### src/design/mwu_ram.sv
// Simple dual-port synchronous RAM with registered read data.
`timescale 1ns / 1ps

module mwu_ram #(
  parameter int DEPTH = 64,
  parameter int WIDTH = 32,
  localparam int AW = (DEPTH > 1) ? $clog2(DEPTH) : 1
) (
  input  logic             clk_i,
  input  logic             we_i,
  input  logic [AW-1:0]    waddr_i,
  input  logic [WIDTH-1:0] wdata_i,
  input  logic [AW-1:0]    raddr_i,
  output logic [WIDTH-1:0] rdata_o
);

  logic [WIDTH-1:0] mem [DEPTH];
  logic [WIDTH-1:0] rdata_q;

  // write port
  always_ff @(posedge clk_i) begin
    if (we_i) begin
      mem[waddr_i] <= wdata_i;
    end
  end

  // read port, registered read data
  always_ff @(posedge clk_i) begin
    rdata_q <= mem[raddr_i];
  end

  assign rdata_o = rdata_q;

endmodule

### config.mk
export PLATFORM = sky130hd
export DESIGN_NAME = mwu_ram
export DESIGN_NICKNAME = d
export VERILOG_FILES = /design/src/design/mwu_ram.sv
export SDC_FILE = /design/constraint.sdc
export NUM_CORES = 2
export LEC_CHECK = 0
export ABC_CLOCK_PERIOD_IN_PS = 5280
export BUFFER_PORTS_ARGS = -buffer_cell sky130_fd_sc_hd__buf_2
export CAP_MARGIN = 40
export CORE_ASPECT_RATIO = 1.1
export CORE_MARGIN = 4
export CORE_UTILIZATION = 43
export DETAILED_ROUTE_END_ITERATION = 10
export SKIP_LAST_GASP = 1
export SYNTH_ARGS = -nofsm -noshare
export SYNTH_HDL_FRONTEND = slang
export SYNTH_SLANG_ARGS = --single-unit
### constraint.sdc
create_clock -name clk_i -period 5.28 [get_ports clk_i]
set_input_delay 1.056 -clock clk_i [delete_from_list [all_inputs] [get_ports clk_i]]
set_output_delay 1.056 -clock clk_i [all_outputs]
set_load 0.02 [all_outputs]
# After elaboration in Yosys (flattened, before gate mapping)
# Memory sizes are Yosys's and may differ from the RTL's. A register that Yosys moved wholly into a read port is not among the register bits.
# Cells that the tools add are included.
dict set report totals {
  regBits 0
  ram_bits 2048
  memories 1
}
dict set report classes {
  n_mux 2
}
# name depth word_bits read_ports rd_ports_with_merged_regs wr line
set mem_list {}
lappend mem_list {mem 64 32 1 1 1 17} ;# logic [WIDTH-1:0] mem [DEPTH];
# operator n
set op_table {}
lappend op_table {{$mux 1} 2}

# Logic depth before layout (Yosys ltp)
dict set report logic_depth {
  ltp_word 2
  ltp_mapped 10
}

# Least setup slack after synthesis
# Ideal clock, no wire load.
dict set report synth_timing {
  path_type {in2reg}
  start {in waddr_i[3]}
  end {mem mem[48][0], enable pin}
  setup_ns 0.461
  t_arrival_ns 3.755
  slack_ns 1.064
  cell_stages 4
  cell_sequence {clkbuf_1 > nor2b_1 > nand4b_1 > nor3_1}
}
# item line
set synth_lines {}
lappend synth_lines {{start: declaration} 11} ;# input logic [AW-1:0] waddr_i,
lappend synth_lines {{end: declaration} 17}
# Straight into the memory's write port.

==> results.ini <==
[status]
status=finished, final reports clean

[cts]
path_clk_slew_ns=0.06
numCtsBuffers=204
h-tree-depth=4
cts-root-buf=clkbuf_16
cts_sinks=2080
cts_tree=done
worstSkewPairLatency_ns=0.83
cts_resized=0
cts.path.max_buffers=3
post_cts_buffers=0
ctsHoldBuffers=0

[die]
die_area_sq_mm=0.190
die_y_um=456
ios=78
initial_core_util_pct=43.2
fp-row-count=164
design.core.area_sq_mm=0.182
die_w_um=415

[route]
drt-total-wl_mm=210
drtIter0Drc=4498
drc=0
routed-via-count=37200
drt_pass1_iterations=5
vias_per_cell=5.95
post_drt_wl_per_cell_um=33.7
ant_nets=0

[timing]
rsz0062_at_grt=no
final.min_clock_period_ns=3.51
fin_crit_sh_pct=66.5
finClkSkew_ns=0.0332
setup_tns_ns=0
maxSlewViolCount=0
maxSlewHeadroom_pct=39.8
fmax_mhz=285
hold_viol=0
worst-slew-pin-transition_ns=0.901
final-setup-viol-count=0

[layout]
drive_gt1_share_pct=31.7
finalNetCount=3701
final_util_pct=49.8
area_growth_pct=15.1

[yosys]
syn_area_sq_mm=0.0785
synthArstFlopShare_pct=0
ys_seq_area_share_pct=79.1
syn-num-nets=3370
syn_avg_cell_area_sq_um=23.6
synth.distinct_cells=34
yosys.area_share.simple_pct=1.27
synth_edf_count=2048
synth.area.mux_share_pct=16.8
synth_top_family_by_area=multiplexers
synth_fa_ha_area_share_pct=0
ys_seq_elements=2080
yosys_warnings=0
synth_ff_type=edfxtp_1
synthCells=3324
synth_compound_area_share_pct=1.67
synth_xor_area_share_pct=0

[global_routing]
grt_pass1_wl_mm=296
grt_pass1_vias=37700
overflow=0
antenna_found_initial=24
grt_max_degree=71
track_usage_pct=22.2

[power]
vdd_ir_drop_max_uv=265
p_leak_nw=28.2
power.density_mw_per_mm2=381

[critical_path]
cp_num_buf_inv=3
worstPathRequired_ns=5.93
critical_path_arrival_ns=4.16
timing.critical_path.max_delay_family=buffers and inverters
end_kind=register
crit_type=primary input to register
path_cells=buf_8 -> buf_12 -> buf_12 -> mux4_2 -> mux4_2 -> o22ai_1 -> nor2_1
worstPathMaxFanout=70
cpMaxStageDelayCell=o22ai_1
setup.worst_path.start_class=primary input
cpPeakStageDelay_ns=0.59

[placed_design]
place_congestion=0.826
place_hpwl_mm=123
portBuffers=77

[hold_path]
min_path_type=primary input to register

[flow_run]
cap_violations=0

## worst register-to-register path: cells and delay by family (launching register included)
kind | cells | cell delay, ns
mux | 2 | 1.03
compound gates | 1 | 0.60
flops | 1 | 0.36
simple gates | 1 | 0.25
## registers in the layout (all words and copies together) (netlist names)
name and cells:
mem 2048, rdata_o 32
## Yosys cell counts, drive strengths merged (5+ instances only)
cell type	n	area, sq um
nor3	7	35.0
a21oi	62	310
nand2	26	97.6
o221ai	27	236
or3b	5	43.8
nor2b	15	93.8
edfxtp	2048	61500
nand3b	5	37.5
nand3	5	25.0
a22oi	12	90.1
nor2	137	514
mux4	544	12300
dfxtp	32	641
a311oi	8	70.1
mux2i	93	931
buf	108	608
o22ai	84	526
clkbuf	74	278
nand2b	8	50.1
## through the flow
stage / instances / power, W / hold slack (ns) / worst slack, ns / area (sq um)
final: 6248 / 0.0345 / 0.622 / 1.77 / 90400
after floorplan: 3324 / 0.0196 / 0.663 / 1.06 / 78500
after global routing: 6245 / 0.0355 / 0.585 / 1.82 / 90400
after global placement: 5832 / 0.0205 / 0.743 / 0.491 / 83400
after CTS: 6236 / 0.0347 / 0.556 / 1.75 / 90400
after detailed placement: 5854 / 0.0205 / 0.754 / 0.898 / 83800
## cell families after synthesis
group,Yosys count
simple gates,223
flops,2080
mux,637
buf+inv,182
compound gates,202
## worst paths after layout
kind               startpoint          end  slack [ns]  cells past startpoint
setup reg to reg  mem[15][24]  rdata_o[24]        2.85                      4
hold / removal    wdata_i[17]   mem[5][17]        0.62                      1
setup / recovery   raddr_i[1]  rdata_o[24]        1.77                      7
hold reg to reg   mem[12][17]  rdata_o[17]        0.76                      4
## where the power goes
part           total (W)  switching [W]  internal [W]
Combinational    0.00180        0.00113      0.000668
Sequential        0.0184      0.0000791        0.0183
Clock             0.0143        0.00622       0.00809
## cell type report
| cell class | instances | area [sq um] |
|---|---|---|
| clock inverters | 136 | 1240 |
| clock buffers | 246 | 5330 |
| diodes | 10 | 25.0 |
| repair buffers | 307 | 2700 |
| well taps | 2407 | 3010 |
| multi-input cells | 1062 | 16000 |
| flip-flops and latches | 2080 | 62100 |
| fillers | 14200 | 91200 |
## routing by layer
layer | vias up | part of all wire [%] | GRT usage [%]
met4 | 10 | 3.4 | 7.89
met5 | - | 0.030 | 0
met1 | 20300 | 40 | 30.2
met2 | 1597 | 49 | 35.8
li1 | 15000 | - | -
met3 | 315 | 7.9 | 4.70
## cells in the final DEF, fill, tap and decap left out, types with 7 or more instances in the layout
master,count
edfxtp_1,2048
mux4_2,544
clkbuf_16,207
buf_4,186
mux2i_1,93
o22ai_1,84
nor2_1,75
buf_2,74
a21oi_1,62
nor2_4,62
clkinv_1,49
clkinv_2,44
clkbuf_1,39
buf_12,37
dfxtp_1,32
o221ai_1,27
nand2_1,25
bufinv_16,18
nor2b_1,15
a22oi_1,12
diode_2,10
clkinvlp_4,9
a311oi_1,8
nand2b_1,7
No activity file was read; power rests on OpenSTA's default activity.
